===== src/sv/qes_pkg.sv =====
// ----------------------------------------------------------------------------
// qes_pkg: shared types and constants for the quad edge setup unit
// Transfer payload structs, the status struct between the edge math and the
// polygon tracker, and the fixed constants of the edge setup.
// ----------------------------------------------------------------------------
package qes_pkg;

  // Default number of edges that make up one polygon.
  localparam int EdgesPerPoly = 4;

  // Running minimum value loaded at the start of every polygon.
  localparam logic signed [15:0] MinInit = 16'sh7FFF;

  // X step values for rising and falling x along the edge.
  localparam logic signed [7:0] StepPos = 8'sd64;
  localparam logic signed [7:0] StepNeg = -8'sd64;

  // Bias added to |dx| for the initial error term.
  localparam logic [16:0] ErrBias = 17'd32;

  // Scale shift applied to rows and |dx|, and the y grid granularity in bits.
  localparam int ScaleShift = 7;
  localparam int GridBits   = 6;

  // One input transfer: an edge given by two vertices and the edge count.
  typedef struct packed {
    logic signed [15:0] first_x;
    logic signed [15:0] first_y;
    logic signed [15:0] second_x;
    logic signed [15:0] second_y;
    logic        [15:0] count_in;
  } in_t;

  // One output transfer: the edge record.
  typedef struct packed {
    logic               edge_live;
    logic signed [15:0] start_x;
    logic signed [15:0] top_y;
    logic        [15:0] rows;
    logic        [22:0] rows_scaled;
    logic signed [7:0]  x_step;
    logic        [22:0] dx_scaled;
    logic        [16:0] error_init;
    logic        [15:0] live_count;
    logic signed [15:0] min_top;
    logic               last_edge;
  } res_t;

  // Edge status handed from the edge math to the polygon tracker.
  typedef struct packed {
    logic               dead;
    logic signed [15:0] top;
    logic        [15:0] count_in;
  } edge_info_t;

  // Polygon status handed from the tracker back to the result assembly.
  typedef struct packed {
    logic        [15:0] live_count;
    logic signed [15:0] min_top;
    logic               last_edge;
  } poly_info_t;

  // Floors a y value to the grid by clearing its low bits.
  function automatic logic signed [15:0] floor_grid(input logic signed [15:0] y);
    floor_grid = {y[15:GridBits], {GridBits{1'b0}}};
  endfunction

endpackage


===== src/sv/quad_edge_setup_unit.sv =====
// ----------------------------------------------------------------------------
// quad_edge_setup_unit: scanline rasterizer edge setup
// Turns polygon edges into edge records with a per-polygon running minimum.
// ----------------------------------------------------------------------------
// The unit takes one edge per clock while the output is not stalled and
// returns one record per edge, in order, from the result register.
// Each edge passes an input register, one short stage of adds and compares
// and a result register; the polygon state (edge slot, live count, minimum
// top y) updates in the same cycle the record is loaded, so a sustained rate
// of one edge per cycle holds without stalls. A stall on the output backs up
// through both registers; the input accepts while either register has room.
module quad_edge_setup_unit #(
  parameter int EDGES_PER_POLY = qes_pkg::EdgesPerPoly
) (
  input  logic           clk_i,
  input  logic           rst_ni,
  input  logic           in_valid_i,
  output logic           in_stall_o,
  input  qes_pkg::in_t   in_data_i,
  output logic           out_valid_o,
  input  logic           out_stall_i,
  output qes_pkg::res_t  out_data_o
);

  logic                 s1_valid_q;
  qes_pkg::in_t         s1_data_q;
  logic                 s2_valid_q;
  qes_pkg::res_t        s2_data_q, s2_data_d;
  logic                 s2_load;
  logic                 s1_load;
  qes_pkg::res_t        geom;
  qes_pkg::edge_info_t  edge_info;
  qes_pkg::poly_info_t  poly_info;

  // Flow control between the two register stages.
  assign s2_load    = s1_valid_q && (!s2_valid_q || !out_stall_i);
  assign s1_load    = in_valid_i && !in_stall_o;
  assign in_stall_o = s1_valid_q && !s2_load;

  // Edge geometry and polygon state.
  qes_edge_calc u_calc (
    .edge_i (s1_data_q),
    .geom_o (geom),
    .info_o (edge_info)
  );

  qes_poly_track #(
    .EDGES_PER_POLY (EDGES_PER_POLY)
  ) u_track (
    .clk_i     (clk_i),
    .rst_ni    (rst_ni),
    .advance_i (s2_load),
    .info_i    (edge_info),
    .poly_o    (poly_info)
  );

  // Result assembly.
  always_comb begin
    s2_data_d            = geom;
    s2_data_d.live_count = poly_info.live_count;
    s2_data_d.min_top    = poly_info.min_top;
    s2_data_d.last_edge  = poly_info.last_edge;
  end

  // Stage valid flags.
  always_ff @(posedge clk_i or negedge rst_ni) begin
    if (!rst_ni) begin
      s1_valid_q <= 1'b0;
      s2_valid_q <= 1'b0;
    end else begin
      if (s1_load) begin
        s1_valid_q <= 1'b1;
      end else if (s2_load) begin
        s1_valid_q <= 1'b0;
      end
      if (s2_load) begin
        s2_valid_q <= 1'b1;
      end else if (!out_stall_i) begin
        s2_valid_q <= 1'b0;
      end
    end
  end

  // Stage payloads.
  always_ff @(posedge clk_i) begin
    if (s1_load) begin
      s1_data_q <= in_data_i;
    end
    if (s2_load) begin
      s2_data_q <= s2_data_d;
    end
  end

  assign out_valid_o = s2_valid_q;
  assign out_data_o  = s2_data_q;

  // The input only stalls while the input register holds an edge.
  a_stall_needs_item : assert property (@(posedge clk_i) disable iff (!rst_ni)
    in_stall_o |-> s1_valid_q)
    else $error("input stalled with an empty input register");

  // A horizontal edge carries zero geometry.
  a_dead_zero : assert property (@(posedge clk_i) disable iff (!rst_ni)
    (out_valid_o && !out_data_o.edge_live) |->
      (out_data_o.rows == 16'd0 && out_data_o.x_step == 8'sd0 &&
       out_data_o.error_init == 17'd0))
    else $error("dead edge with nonzero geometry");

  // A live edge has height and never lies above the running minimum.
  a_live_min : assert property (@(posedge clk_i) disable iff (!rst_ni)
    (out_valid_o && out_data_o.edge_live) |->
      (out_data_o.rows != 16'd0 && out_data_o.min_top <= out_data_o.top_y))
    else $error("live edge inconsistent with running minimum");

endmodule


===== src/sv/qes_edge_calc.sv =====
// ----------------------------------------------------------------------------
// qes_edge_calc: per-edge geometry
// Picks the upper vertex, floors its y to the grid and derives height, step,
// scaled terms and initial error. Horizontal edges give zero geometry.
// ----------------------------------------------------------------------------
module qes_edge_calc (
  input  qes_pkg::in_t       edge_i,
  output qes_pkg::res_t      geom_o,
  output qes_pkg::edge_info_t info_o
);

  logic               dead;
  logic               first_upper;
  logic signed [15:0] ux, uy, lx, ly;
  logic signed [15:0] top;
  logic signed [16:0] rows_w;
  logic signed [16:0] dx_w;
  logic        [16:0] adx;
  logic signed [7:0]  step;

  // Vertex ordering: the vertex with the smaller y is the upper one.
  always_comb begin
    dead        = (edge_i.first_y == edge_i.second_y);
    first_upper = (edge_i.first_y < edge_i.second_y);
    if (first_upper) begin
      ux = edge_i.first_x;
      uy = edge_i.first_y;
      lx = edge_i.second_x;
      ly = edge_i.second_y;
    end else begin
      ux = edge_i.second_x;
      uy = edge_i.second_y;
      lx = edge_i.first_x;
      ly = edge_i.first_y;
    end
  end

  // Height, horizontal run and its magnitude and sign.
  always_comb begin
    top    = qes_pkg::floor_grid(uy);
    rows_w = {ly[15], ly} - {top[15], top};
    dx_w   = {lx[15], lx} - {ux[15], ux};
    adx    = dx_w[16] ? 17'(-dx_w) : 17'(dx_w);
    if (dx_w[16]) begin
      step = qes_pkg::StepNeg;
    end else if (dx_w != 17'sd0) begin
      step = qes_pkg::StepPos;
    end else begin
      step = 8'sd0;
    end
  end

  // Geometry fields; a horizontal edge leaves them all zero.
  always_comb begin
    geom_o = '0;
    if (!dead) begin
      geom_o.edge_live   = 1'b1;
      geom_o.start_x     = ux;
      geom_o.top_y       = top;
      geom_o.rows        = rows_w[15:0];
      geom_o.rows_scaled = {rows_w[15:0], {qes_pkg::ScaleShift{1'b0}}};
      geom_o.x_step      = step;
      geom_o.dx_scaled   = {adx[15:0], {qes_pkg::ScaleShift{1'b0}}};
      geom_o.error_init  = adx + qes_pkg::ErrBias;
    end
    info_o.dead     = dead;
    info_o.top      = top;
    info_o.count_in = edge_i.count_in;
  end

endmodule


===== src/sv/qes_poly_track.sv =====
// ----------------------------------------------------------------------------
// qes_poly_track: per-polygon state
// Tracks the edge slot within the polygon, the live edge count and the
// running minimum top y. State moves once per edge that enters the result.
// ----------------------------------------------------------------------------
module qes_poly_track #(
  parameter int EDGES_PER_POLY = qes_pkg::EdgesPerPoly
) (
  input  logic                  clk_i,
  input  logic                  rst_ni,
  input  logic                  advance_i,
  input  qes_pkg::edge_info_t   info_i,
  output qes_pkg::poly_info_t   poly_o
);

  localparam int              SlotW    = $clog2(EDGES_PER_POLY);
  localparam logic [SlotW-1:0] LastSlot = SlotW'(EDGES_PER_POLY - 1);

  logic [SlotW-1:0]   slot_q, slot_d;
  logic signed [15:0] min_q, min_d;
  logic [15:0]        count_q, count_d;
  logic signed [15:0] base_min;
  logic [15:0]        base_count;
  logic               last;

  // Values for this edge, with the polygon start loading fresh state.
  always_comb begin
    base_min   = (slot_q == '0) ? qes_pkg::MinInit : min_q;
    base_count = (slot_q == '0) ? info_i.count_in : count_q;
    last       = (slot_q >= LastSlot);
    count_d    = info_i.dead ? base_count - 16'd1 : base_count;
    min_d      = (!info_i.dead && (info_i.top < base_min)) ? info_i.top : base_min;
    slot_d     = last ? '0 : slot_q + SlotW'(1);

    poly_o.live_count = count_d;
    poly_o.min_top    = qes_pkg::floor_grid(min_d);
    poly_o.last_edge  = last;
  end

  // State registers.
  always_ff @(posedge clk_i or negedge rst_ni) begin
    if (!rst_ni) begin
      slot_q  <= '0;
      min_q   <= qes_pkg::MinInit;
      count_q <= '0;
    end else if (advance_i) begin
      slot_q  <= slot_d;
      min_q   <= min_d;
      count_q <= count_d;
    end
  end

endmodule

===== config.mk =====
export PLATFORM = sky130hd
export DESIGN_NAME = quad_edge_setup_unit
export DESIGN_NICKNAME = d
export VERILOG_FILES = /design/src/sv/qes_pkg.sv /design/src/sv/quad_edge_setup_unit.sv /design/src/sv/qes_edge_calc.sv /design/src/sv/qes_poly_track.sv
export SDC_FILE = /design/constraint.sdc
export NUM_CORES = 1
export LEC_CHECK = 0
export BUFFER_PORTS_ARGS = -buffer_cell sky130_fd_sc_hd__buf_2
export CORE_ASPECT_RATIO = 0.75
export CORE_MARGIN = 3
export CORE_UTILIZATION = 50
export DETAILED_ROUTE_END_ITERATION = 12
export PLACE_DENSITY = 0.75
export SLEW_MARGIN = 30
export SYNTH_ARGS = -nofsm -noshare
export SYNTH_HDL_FRONTEND = slang
export SYNTH_SLANG_ARGS = --single-unit

===== constraint.sdc =====
create_clock -name clk_i -period 9.23 [get_ports clk_i]
set_clock_uncertainty 0.15 [all_clocks]
set_input_delay 1.846 -clock clk_i [delete_from_list [all_inputs] [get_ports clk_i]]
set_output_delay 1.846 -clock clk_i [all_outputs]
set_load 0.1 [all_outputs]

**Word-level counts from Yosys, hierarchy flattened**

Index checks and enable logic that the tools add are counted.

- Flip-flop bits (word level): 247
- Word-level logic and storage cells: 66
- Output and inout port bits: 155
- Input port bits: 84

- Add/subtract/negate cells: 6
- Equality and inequality tests: 2
- Magnitude comparators: 3
- Reduce and logical (&&, ||, !) cells: 14
- Multiplexer cells: 17

Operators with widths:

| cell | count |
|---|---|
| $mux 16 | 8 |
| $mux 120 | 1 |
| $lt 16x16->1 | 2 |
| $add 17x6->17 const B | 1 |
| $mux 17 | 1 |
| $neg 17->17 | 1 |
| $reduce_bool 17->1 | 1 |
| $sub 16x16->17 | 1 |
| $eq 16x16->1 | 1 |
| $sub 16x1->16 const B | 1 |
| $sub 16x16->16 | 1 |
| $mux 8 | 1 |
| $mux 7 | 1 |
| $logic_not 1->1 | 5 |
| $logic_and 1x1->1 | 4 |
| $mux 1 | 4 |
| $add 2x1->2 const B | 1 |
| $ge 2x2->1 const B | 1 |
| $logic_not 2->1 | 1 |
| $mux 2 | 1 |
| $ne 2x1->1 const B | 1 |
| $reduce_bool 2->1 | 1 |
| $reduce_or 2->1 | 1 |
| $logic_or 1x1->1 | 1 |

**Logic depth before layout (Yosys ltp)**

Gate-level depths: netlist of the first run.

- Depth after elaboration: 8
- Gate-level depth with buffers: 29

**Modules after synthesis**

Synthesis of the first run repeated with hierarchy kept, for this count alone.

- Cells, all modules: 1,269
- Area total of the unflattened synthesis: 14,500.2 sq um

Modules (own cells, without submodules):

| module | sequential area each (sq um) | cells each | times used | area each (sq um) |
|---|---|---|---|---|
| quad_edge_setup_unit | 7,046.8 | 241 | 1 | 7,089.3 |
| qes_edge_calc | 0.0 | 731 | 1 | 4,628.2 |
| qes_poly_track | 869.6 | 297 | 1 | 2,782.7 |

**Least setup slack after synthesis of the first run**

OpenSTA, ideal clock, no wires.

- Path type: register to register
- From: register s1_data_q[55] (netlist name)
- To: register s2_data_q (netlist bit out_data_o[48]) (data pin)
- Arrival: 6.589 ns
- Path slack: 2.231 ns
- Stages on the path, launching flop included: 29
- Required time: 8.820 ns
- Buffers on the path: 4
- Cells stage by stage: edfxtp_1 ha_1 nand2_1 o21ai_0 a311oi_2 a31oi_4 nor2_1 clkbuf_1 clkbuf_1 nand2_1 nor2_1 a21oi_1 ha_1 o311ai_0 a31oi_1 a31oi_1 o21ai_1 and2_1 a31o_2 a41o_1 buf_6 clkbuf_1 nor2_1 xnor2_1 ha_1 inv_1 or4b_4 nor4b_2 mux2_2

- Cells in the longest elaborated chain, start to end: 6
- Elaborated cells between the ends (all ways): 8
- Those cells by class: add/sub (3); order compare (1); eq/ne (1); mux (3)

RTL lines:

| what | RTL line | RTL |
|---|---|---|
| start: declaration | quad_edge_setup_unit.sv:26 | `qes_pkg::in_t s1_data_q;` |
| start signal: assignment | quad_edge_setup_unit.sv:87 | `s1_data_q <= in_data_i;` |
| $lt 16x16->1 * | qes_edge_calc.sv:24 | `first_upper = (edge_i.first_y < edge_i.second_y);` |
| $mux 16 | qes_edge_calc.sv:25 | `if (first_upper) begin` |
| $sub 16x16->17 * | qes_edge_calc.sv:42 | `dx_w = {lx[15], lx} - {ux[15], ux};` |
| $neg 17->17 | qes_edge_calc.sv:43 | `adx = dx_w[16] ? 17'(-dx_w) : 17'(dx_w);` |
| $mux 17 * | qes_edge_calc.sv:43 |  |
| net u_calc.adx[5] | qes_edge_calc.sv:18 | `logic [16:0] adx;` |
| $add 17x6->17 * | qes_edge_calc.sv:64 | `geom_o.error_init = adx + qes_pkg::ErrBias;` |
| end signal: assignment | quad_edge_setup_unit.sv:90 | `s2_data_q <= s2_data_d;` |
| end: declaration | quad_edge_setup_unit.sv:28 | `qes_pkg::res_t s2_data_q, s2_data_d;` |

The timed path passes the listed nets; every way through them passes the cells marked *.
A chain may end at the register's enable or synchronous reset.

**Worst setup path after layout of the first run**

Ends and elaborated chain as after synthesis.

==> results of run 1 <==
-- Yosys cell counts (3+ instances only) --
cell	n	area [sq um]
a211oi_1	3	22.52
a21boi_0	4	30.03
a21o_1	10	75.07
a21oi_1	95	475.5
a31oi_1	7	43.79
a41o_1	3	30.03
a41oi_1	7	61.31
and2_1	15	93.84
and3_1	10	62.56
buf_1	6	22.52
buf_4	54	405.4
clkbuf_1	27	101.4
dfrtp_1	21	525.5
dfstp_2	15	394.1
edfxtp_1	180	5405
ha_1	33	412.9
inv_1	62	232.7
maj3_1	16	160.2
mux2_2	4	45.04
mux2i_1	25	250.2
nand2_1	119	446.7
nand2b_1	28	175.2
nand3_1	20	100.1
nand4_1	10	62.56
nor2_1	139	521.8
nor2b_1	23	143.9
nor3_1	23	115.1
o211ai_1	8	60.06
o21a_1	7	52.55
o21ai_0	27	135.1
o21bai_1	3	22.52
o22ai_1	5	31.28
o311ai_0	4	35.03
o311ai_1	3	26.28
o31ai_1	4	30.03
or2_2	4	25.02
or3_1	7	43.79
xnor2_1	31	271.5
xor2_1	19	166.4
-- sequential cells by signal (all words and copies together), names as in the netlist --
register	flops
out_valid_o	1
s1_data_q	80
u_track.count_q	16
u_track.slot_q	2
out_data_o	100
s1_valid_q	1
u_track.min_q	16
-- layout make-up --
cell class	instances	share of cell area, %
Sequential cell	216	45.84
Multi-Input combinational cell	805	36.22
Timing Repair Buffer	215	8.053
Clock buffer	25	4.072
Tap cell	300	2.721
Inverter	62	1.705
Clock inverter	15	1.388
-- worst paths after layout --
| kind | endpoint | startpoint | slack (ns) | cells after the start |
|---|---|---|---|---|
| max in group asynchronous | u_track.min_q[10]$_DFFE_PN1P_ | rst_ni | 7.37 | 2 |
| max | out_data_o[48]$_SDFFCE_PP0P_ | s1_data_q[55]$_DFFE_PP_ | 2.19 | 24 |
| max reg2reg | out_data_o[48]$_SDFFCE_PP0P_ | s1_data_q[55]$_DFFE_PP_ | 2.19 | 24 |
| min in group asynchronous | u_track.count_q[10]$_DFFE_PN0P_ | rst_ni | 1.07 | 1 |
| min reg2reg | u_track.count_q[0]$_DFFE_PN0P_ | u_track.count_q[0]$_DFFE_PN0P_ | 0.33 | 2 |
| min | u_track.count_q[0]$_DFFE_PN0P_ | u_track.count_q[0]$_DFFE_PN0P_ | 0.33 | 2 |
-- metal layers --
metal  track usage, %  wire length, um  up-vias
li1                 -                -     4360
met1            32.08            12990     4361
met2            31.72            12310      393
met3            4.413             2511       53
met4            5.919              713        2
met5                0                7        -
-- through the flow --
step / std cells / area, sq um / setup slack (ns) / utilization, %
after global placement: 1597 / 13020 / 2.616 / 55.88
after CTS: 1637 / 13780 / 2.256 / 59.12
after floorplan: 1173 / 12100 / 2.231 / -
after global routing: 1638 / 13800 / 1.683 / 59.21
final: 1638 / 13800 / 2.187 / 59.21
after detailed placement: 1597 / 13020 / 2.273 / 55.89
-- critical path: cells and delay by family (launching register included) --
kind	cells	cell delay, ns
muxes	1	0.36
adders and majority gates	3	0.95
buffers and inverters	1	0.06
DFF	1	0.43
xor gates and xnor gates	1	0.27
AOI/OAI and AO/OA	6	1.93
and+or+nand+nor	12	2.62
-- power breakdown --
part / total (mW) / switching, mW / leakage, nW / internal [mW]
Combinational: 1.94 / 1.51 / 3.29 / 0.434
Clock: 0.935 / 0.382 / 0.363 / 0.553
Sequential: 1.44 / 0.100 / 2.14 / 1.34
-- logic make-up (layout without fill, tap and decap cells) --
kind of cell               Yosys count  count (layout)  share of synthesized area (%)
AOI/OAI and AO/OA                  221             221                          12.28
xor gates and xnor gates            50              50                          3.655
adders and majority gates           49              49                          4.783
buffers and inverters              152             317                          6.589
DFF                                216             216                          52.79
muxes                               29              29                          2.464
other                                1              32                        0.03130
and+or+nand+nor                    424             424                          17.41
==> flow_summary.toml, run 1 <==
[drt]
wirelength_mm = 28.53
initialDrtViolationCount = 682
detail_route.wl_per_cell_um = 17.42
drc = 0
dr_total_vias = 9169
first_pass_iters = 5
final_antenna_net_count = 0
vias_per_cell = 5.598

[grt]
grt_pass1_vias = 8598
grt_pass1_wl_mm = 44.68
grt_start_max_net_pins = 69
grt_use_total_pct = 21.40
antenna_found_initial = 1
grt_overflow = 0

[flow_run]
drv_cap = 0

[yosys]
syn_inst = 1142
yosys_most_used_dff = "edfxtp_1"
yosysSeqAreaShare_pct = 52.79
syn_area_sq_mm = 0.01198
yosys_warnings = 0
synth_edf_count = 180
yosysUniqueCellTypes = 90
avgSynthCellArea_sq_um = 10.49
ys_ff_latch = 216
synth_async_sr_flop_share_pct = 16.67

[critical_path]
crit_path_max_incr_delay_ns = 0.70
cp_slowest_cell = "a41o_1"
cp_cell_sequence = "ha_1 -> nand2_1 -> o21ai_0 -> a311o_1 -> nor3_2 -> nor2_4 -> nand2_1 -> nor2_1 -> a21oi_1 -> ha_1 -> nor3_1 -> o311ai_0 -> nand4_1 -> nand4_1 -> and2_1 -> a31o_2 -> a41o_1 -> nor2_1 -> xnor2_1 -> ha_1 -> inv_1 -> or4b_4 -> nor4b_2 -> mux2_2"
crit_fanout = 25
worstPathRequired_ns = 9.33
critical_path.most_common_cell = "ha_1"
path_class = "reg -> reg"
endpoint_kind = "register"
arrival_ns = 7.15
startpoint_type = "register"

[timing]
setup_tns_ns = 0
slew-limit-headroom_pct = 29.02
min_period_over_period_pct = 76.30
hold_ws_ns = 0.3303
hold_violations = 0
max_freq_ghz = 0.1420
rsz0062_at_grt = "false"
setup_viol = 0
post-route-min-period_ns = 7.043
report.final.slew_viol_count = 0
tightest_slew_ns = 1.038

[clock_network]
cts_buffers = 22
hold_buffers = 0
post-cts-setup-buffer-count = 0
root_buffer = "clkbuf_16"
clock_latency_ns = 0.52
cts.sinks = 216
cts_tree = "done"
htreeDepth = 1
path_clk_slew_ns = 0.06
clockBufferDepth = 3
cts.repair.resized = 0

[cells_and_area]
multi_input_area_sq_mm = 0.004997
num_antenna_cells = 0
fin_nets = 1439
layout_common_cells = "206 x buf_2, 180 x edfxtp_1, 137 x nor2_1"
final_common_cell = "buf_2"
regArea_sq_mm = 0.006325
drive_gt1_share_pct = 22.57
num-fill-cells = 1994
area_growth_pct = 15.15

[die]
start_util_pct = 51.42
die-area_sq_mm = 0.02588
io_pins = 239
rows = 48
die_w_um = 184.7
core_area_sq_mm = 0.02330
die_h_um = 140.1

[outcome]
outcome = "complete, no violations"

[power_and_ir_drop]
totalPowerFinal_mw = 4.317
power.leakage_nw = 5.791
power_density_mw_per_mm2 = 312.9
max-vdd-ir-drop_mv = 0.1925

[hold_path]
hold_class = "reg -> reg"

[place]
port-buffer-count = 206
place_congestion = 0.8956
place_hpwl_mm = 20.24
Power figures use the tool's default switching activity.
==> run 2, diff against run 1 <==
ABC_AREA = 1   (was default)
clock period = 6.6 ns   (was 9.23 ns; I/O delays follow)
==> run 2 against run 1 <==
Synthesized cell count up 13%. Via count fell by 0.22%. Clock power increased by 23%. Sequential power grew 40%. Cell area down 2.4%. Count of clock-buffer cells in the layout increased by 1. First-iteration DRC count shrank 1.6%. Critical path type unchanged. Non-clock buffer count fell by 1. Sequential cell count unchanged. Fmax grew 43%. Register-to-register slack worse by 0.52 ns. Cell count up 8.9%.
==> flow_summary.toml, run 2 <==
[critical_path]
critPathLaunch = "s1_data_q[29]$_DFFE_PP_"
crit_fanout = 36
r2r_slack_ns = 1.67
endpoint_kind = "register"
path_class = "reg -> reg"
worstReg2RegStart = "s1_data_q[29]$_DFFE_PP_"
arrival_ns = 5.21
startpoint_type = "register"
worstPathRequired_ns = 6.88

[grt]
grt_pass1_vias = 8710
grt_use_total_pct = 21.26
grt_overflow = 0
grt_start_max_net_pins = 88
antenna_found_initial = 1
grt_pass1_wl_mm = 44.39

[die]
core_area_sq_mm = 0.02258
io_pins = 239
die-area_sq_mm = 0.02542
start_util_pct = 52.09
rows = 47
die_w_um = 183.1
die_h_um = 138.8

[clock_network]
cts_tree = "done"
cts.repair.resized = 0
cts.sinks = 216
root_buffer = "clkbuf_16"
clockBufferDepth = 3
clock_latency_ns = 0.50
hold_buffers = 0
cts_buffers = 21
htreeDepth = 1
path_clk_slew_ns = 0.07
post-cts-setup-buffer-count = 0

[timing]
setup_viol = 0
min_period_over_period_pct = 74.71
hold_ws_ns = 0.3193
max_freq_ghz = 0.2028
tightest_slew_ns = 0.8771
setup_tns_ns = 0
report.final.slew_viol_count = 0
slew-limit-headroom_pct = 41.53
rsz0062_at_grt = "false"
hold_violations = 0
post-route-min-period_ns = 4.931

[yosys]
syn_inst = 1287
yosys_most_used_dff = "edfxtp_1"
synth_top_cell_area_share_pct = 45.95
synth_edf_count = 180
ys_ff_latch = 216
syn_area_sq_mm = 0.01176
synth_area_leader_cell = "edfxtp_1"
ys_top_cells_by_area = "edfxtp_1 46%, nand2_1 11%, inv_1 4.9%"
synth_async_sr_flop_share_pct = 16.67
yosys_warnings = 0
yosysUniqueCellTypes = 50
yosysMostFrequentCell = "nand2_1"
synthTopCellsByCount = "336 x nand2_1, 180 x edfxtp_1, 155 x inv_1"
avgSynthCellArea_sq_um = 9.140
yosysSeqAreaShare_pct = 53.77

[cells_and_area]
num-fill-cells = 1966
area_growth_pct = 14.42
design_area_sq_mm = 0.01346
final_common_cell = "nand2_1"
top_register = "out_data_o"
multi_input_area_sq_mm = 0.004409
largest_reg_flops = 100
postLayoutCoreUtil_pct = 59.61
regArea_sq_mm = 0.006325
drive_gt1_share_pct = 23.36
fin_nets = 1593
layout_common_cells = "336 x nand2_1, 205 x buf_2, 180 x edfxtp_1"
reg_top3 = "out_data_o (100), s1_data_q (80)"
num_antenna_cells = 0

[drt]
dr_total_vias = 9149
first_pass_iters = 5
initialDrtViolationCount = 671
drc = 0
detail_route.wl_per_cell_um = 15.42
vias_per_cell = 5.128
final_antenna_net_count = 0
wirelength_mm = 27.51

[place]
place_hpwl_mm = 20.37
place_congestion = 0.9373
port-buffer-count = 206
place_area_sq_mm = 0.01281

[outcome]
outcome = "complete, no violations"

[hold_path]
hold_class = "reg -> reg"
hold_start = "u_track.min_q[13]$_DFFE_PN1P_"

[power_and_ir_drop]
power.leakage_nw = 6.360
power_density_mw_per_mm2 = 452.4
max-vdd-ir-drop_mv = 0.2669

[flow_run]
drv_cap = 0
run 2: power by group:
part	internal (mW)	switching [mW]	leakage, nW
combinational	0.580	2.35	3.91
sequential	1.90	0.119	2.13
clock	0.646	0.503	0.317
run 2: worst paths after layout:
path | end | depth (start not counted)
worst max-delay path | u_track.min_q[0]$_DFFE_PN1P_ | 24
max in group asynchronous | u_track.min_q[0]$_DFFE_PN1P_ | 1
min in group asynchronous | u_track.count_q[9]$_DFFE_PN0P_ | 1
worst max register to register | u_track.min_q[0]$_DFFE_PN1P_ | 24
worst min register to register | u_track.min_q[13]$_DFFE_PN1P_ | 2
worst min-delay path | u_track.min_q[13]$_DFFE_PN1P_ | 2
run 2: kinds of logic after synthesis:
logic type	Yosys count	synth area share, %
AOI/OAI and AO/OA	134	6.435
other	1	0.03188
buffers and inverters	242	9.806
adders and majority gates	33	3.510
DFF	216	53.77
and+or+nand+nor	638	24.64
muxes	9	0.7658
xor gates and xnor gates	14	1.042
run 2: through the flow:
step / setup slack, ns / total power, mW / instances
finish: 1.669 / 6.089 / 1784
global route: 1.134 / 6.445 / 1784
CTS: 1.700 / 6.112 / 1784
detailed placement: 1.724 / 4.950 / 1747
global placement: 1.709 / 4.892 / 1747
floorplan: 1.301 / 4.495 / 1318
run 2: cell type report:
class                      instances  area share (%)
sequential                       216           46.99
multi-input combinational        860           32.76
timing repair buffer             214           8.124
inverter                         163           4.601
clock buffer                      26           4.192
tap                              294           2.733
clock inverter                    11          0.6042
run 2: critical path, cell delays in order (launching register included):
cell	delay [ns]
edfxtp_1	0.38
inv_1	0.06
ha_1	0.36
a21oi_1	0.24
o21ai_2	0.10
nor2_4	0.22
nand2_4	0.10
nand2_4	0.14
nand2_8	0.19
o21ai_0	0.27
inv_1	0.12
ha_1	0.32
nand2_1	0.08
nor3_1	0.06
a21o_1	0.18
a21oi_1	0.14
nor2_1	0.05
o211ai_1	0.16
a21boi_0	0.12
o31ai_1	0.20
o21ai_0	0.14
nor2_2	0.58
nand2_1	0.28
o21ai_0	0.16
inv_1	0.06
run 2: metal layers:
layer / share of wire, % / global-route usage, % / vias to the layer above
li1: - / - / 4527
met2: 44 / 33.55 / 328
met5: 0 / 0 / -
met1: 46 / 30.63 / 4258
met3: 8.2 / 4.483 / 36
met4: 2.0 / 4.447 / 0
==> run 3, diff against run 2 <==
PLACE_DENSITY = 0.78   (was 0.75)
clock period = 4.2 ns   (was 6.6 ns; I/O delays follow)
==> run 3 against run 2 <==
Global-route usage rose by 0.88 points. Critical path type unchanged. Routed wire length is 7.3% higher. Largest cell class unchanged. Via count up 3.7%.
==> flow_summary.toml, run 3 (synthesis results as in run 2) <==
[cells_and_area]
area_growth_pct = 22.81
top_register = "out_data_o"
largest_reg_flops = 100
layout_common_cells = "314 x nand2_1, 206 x buf_2, 180 x edfxtp_1"
final_common_cell = "nand2_1"
num_antenna_cells = 0
regArea_sq_mm = 0.006325
num-fill-cells = 1805
design_area_sq_mm = 0.01445
fin_nets = 1636
multi_input_area_sq_mm = 0.004890
reg_top3 = "out_data_o (100), s1_data_q (80)"
drive_gt1_share_pct = 31.51

[place]
place_congestion = 0.9191
place_hpwl_mm = 21.17
place_area_sq_mm = 0.01301
port-buffer-count = 206

[critical_path]
reg2reg_to = "u_track.min_q[15]$_DFFE_PN0P_"
crit_fanout = 5
crit_path_max_incr_delay_ns = 0.46
worstRegToRegCells = 29
r2r_slack_ns = 0.08
critPathLaunch = "s1_data_q[25]$_DFFE_PP_"
worstPathRequired_ns = 4.50
endpoint = "u_track.min_q[15]$_DFFE_PN0P_"
startpoint_type = "register"
cp_slowest_cell = "edfxtp_1"
path_class = "reg -> reg"
arrival_ns = 4.42
endpoint_kind = "register"
worstReg2RegStart = "s1_data_q[25]$_DFFE_PP_"
critical_path.most_common_cell = "nand2_2"

[power_and_ir_drop]
switching_share_pct = 47.72
switchingPower_mw = 4.977
power.leakage_nw = 6.694
max-vdd-ir-drop_mv = 0.5128
seqPwrFrac_pct = 30.4
combPwrFrac_pct = 49.5
power_density_mw_per_mm2 = 721.9
clkPwrFrac_pct = 20.1
cell_internal_pwr_mw = 5.453

[clock_network]
clockBufferDepth = 3
cts_buffers = 23
htreeDepth = 1
cts_tree = "done"
root_buffer = "clkbuf_16"
clock_latency_ns = 0.52
path_clk_slew_ns = 0.06
cts.sinks = 216

[timing]
min_period_over_period_pct = 97.99
setup_tns_ns = 0
setup_viol = 0
hold_violations = 0
slew-limit-headroom_pct = 40.26
rsz0062_at_grt = "true"
post-route-min-period_ns = 4.115
hold_ws_ns = 0.3024
report.final.slew_viol_count = 0
tightest_slew_ns = 0.8961
max_freq_ghz = 0.2430

[die]
io_pins = 239
die_w_um = 183.1
die_h_um = 138.8
die-area_sq_mm = 0.02542
core_area_sq_mm = 0.02258
start_util_pct = 52.09
rows = 47

[drt]
first_pass_iters = 5
detail_route.wl_per_cell_um = 16.13
wirelength_mm = 29.52
dr_total_vias = 9485
final_antenna_net_count = 0
drc = 0
vias_per_cell = 5.183
initialDrtViolationCount = 705

[grt]
grt_start_max_net_pins = 81
grt_overflow = 0
antenna_found_initial = 0
grt_use_total_pct = 22.14
grt_pass1_wl_mm = 45.91
grt_pass1_vias = 8927

[outcome]
outcome = "complete, no violations"

[flow_run]
drv_cap = 0

[hold_path]
hold_class = "in -> async"
==> run 3: cell count changes in the layout (fill, tap and decap cells not counted), sizes merged <==
| cell | previous run | this run |
|---|---|---|
| buf | 214 | 255 |
| bufinv | 1 | 3 |
| clkbuf | 26 | 32 |
| clkinv | 11 | 8 |
==> run 3: worst min-delay path by stage <==
stage | startpoint | endpoint | slack, ns | cells past startpoint
4_1_cts | rst_ni | u_track.count_q[2]$_DFFE_PN0P_ | 0.30 | 1
3_3_place_gp | u_track.count_q[0]$_DFFE_PN0P_ | u_track.count_q[0]$_DFFE_PN0P_ | 0.31 | 2
3_5_place_dp | u_track.min_q[12]$_DFFE_PN1P_ | u_track.min_q[12]$_DFFE_PN1P_ | 0.31 | 2
2_1_floorplan | u_track.count_q[2]$_DFFE_PN0P_ | u_track.count_q[2]$_DFFE_PN0P_ | 0.29 | 2
5_1_grt | in_data_i[0] | s1_data_q[0]$_DFFE_PP_ | 0.32 | 1
6_report | rst_ni | u_track.count_q[10]$_DFFE_PN0P_ | 0.30 | 1
==> run 3: area by class of cell <==
cell class	instances	share of cell area [%]
Clock buffer	32	4.495
Multi-Input combinational cell	860	33.84
Sequential cell	216	43.78
Clock inverter	10	0.9353
Timing Repair Buffer	255	10.10
Inverter	163	4.304
Tap cell	294	2.546
==> run 3: stage by stage <==
stage                     power [mW]  setup slack (ns)  instances  utilization, %
after floorplan                7.055            0.1955       1318               -
after global placement         7.758           0.09144       1771           57.62
final                          10.43           0.08455       1830           63.98
after detailed placement       7.868          -0.05762       1771           57.62
after CTS                      9.991          0.002808       1813           61.16
after global routing           10.97           -0.2196       1830           63.98
==> run 3: power by group through the flow <==
stage	Clock [mW]	Combinational (mW)	Sequential [mW]
2_1_floorplan	0	2.27	4.78
3_3_place_gp	0	4.58	3.18
3_5_place_dp	0	4.68	3.19
4_1_cts	2.14	4.70	3.16
5_1_grt	2.23	5.53	3.22
6_report	2.09	5.17	3.17
==> run 3: repair_timing <==
action,4_1_cts,5_1_grt
hold buffers,0,0
gates cloned,0,3
setup endpoints to repair,5,40
pin swaps,0,42
hold endpoints to repair,0,0
buffers inserted,0,14
resized for setup,4,139
==> run 3: routing by layer <==
layer | global-route usage [%] | vias up | routed length [um]
li1 | - | 4633 | -
met1 | 32.30 | 4455 | 13360
met2 | 34.86 | 347 | 13550
met3 | 4.169 | 50 | 1954
met4 | 4.647 | 0 | 661
met5 | 0 | - | 0
==> run 3: worst max-delay path, delay by kind of cell (launching register included) <==
| kind | cells | cell delay (ns) |
|---|---|---|
| simple gates | 14 | 1.37 |
| compound gates | 9 | 1.25 |
| flops | 1 | 0.46 |
| buf+inv | 4 | 0.41 |
| fa+ha+maj | 2 | 0.40 |
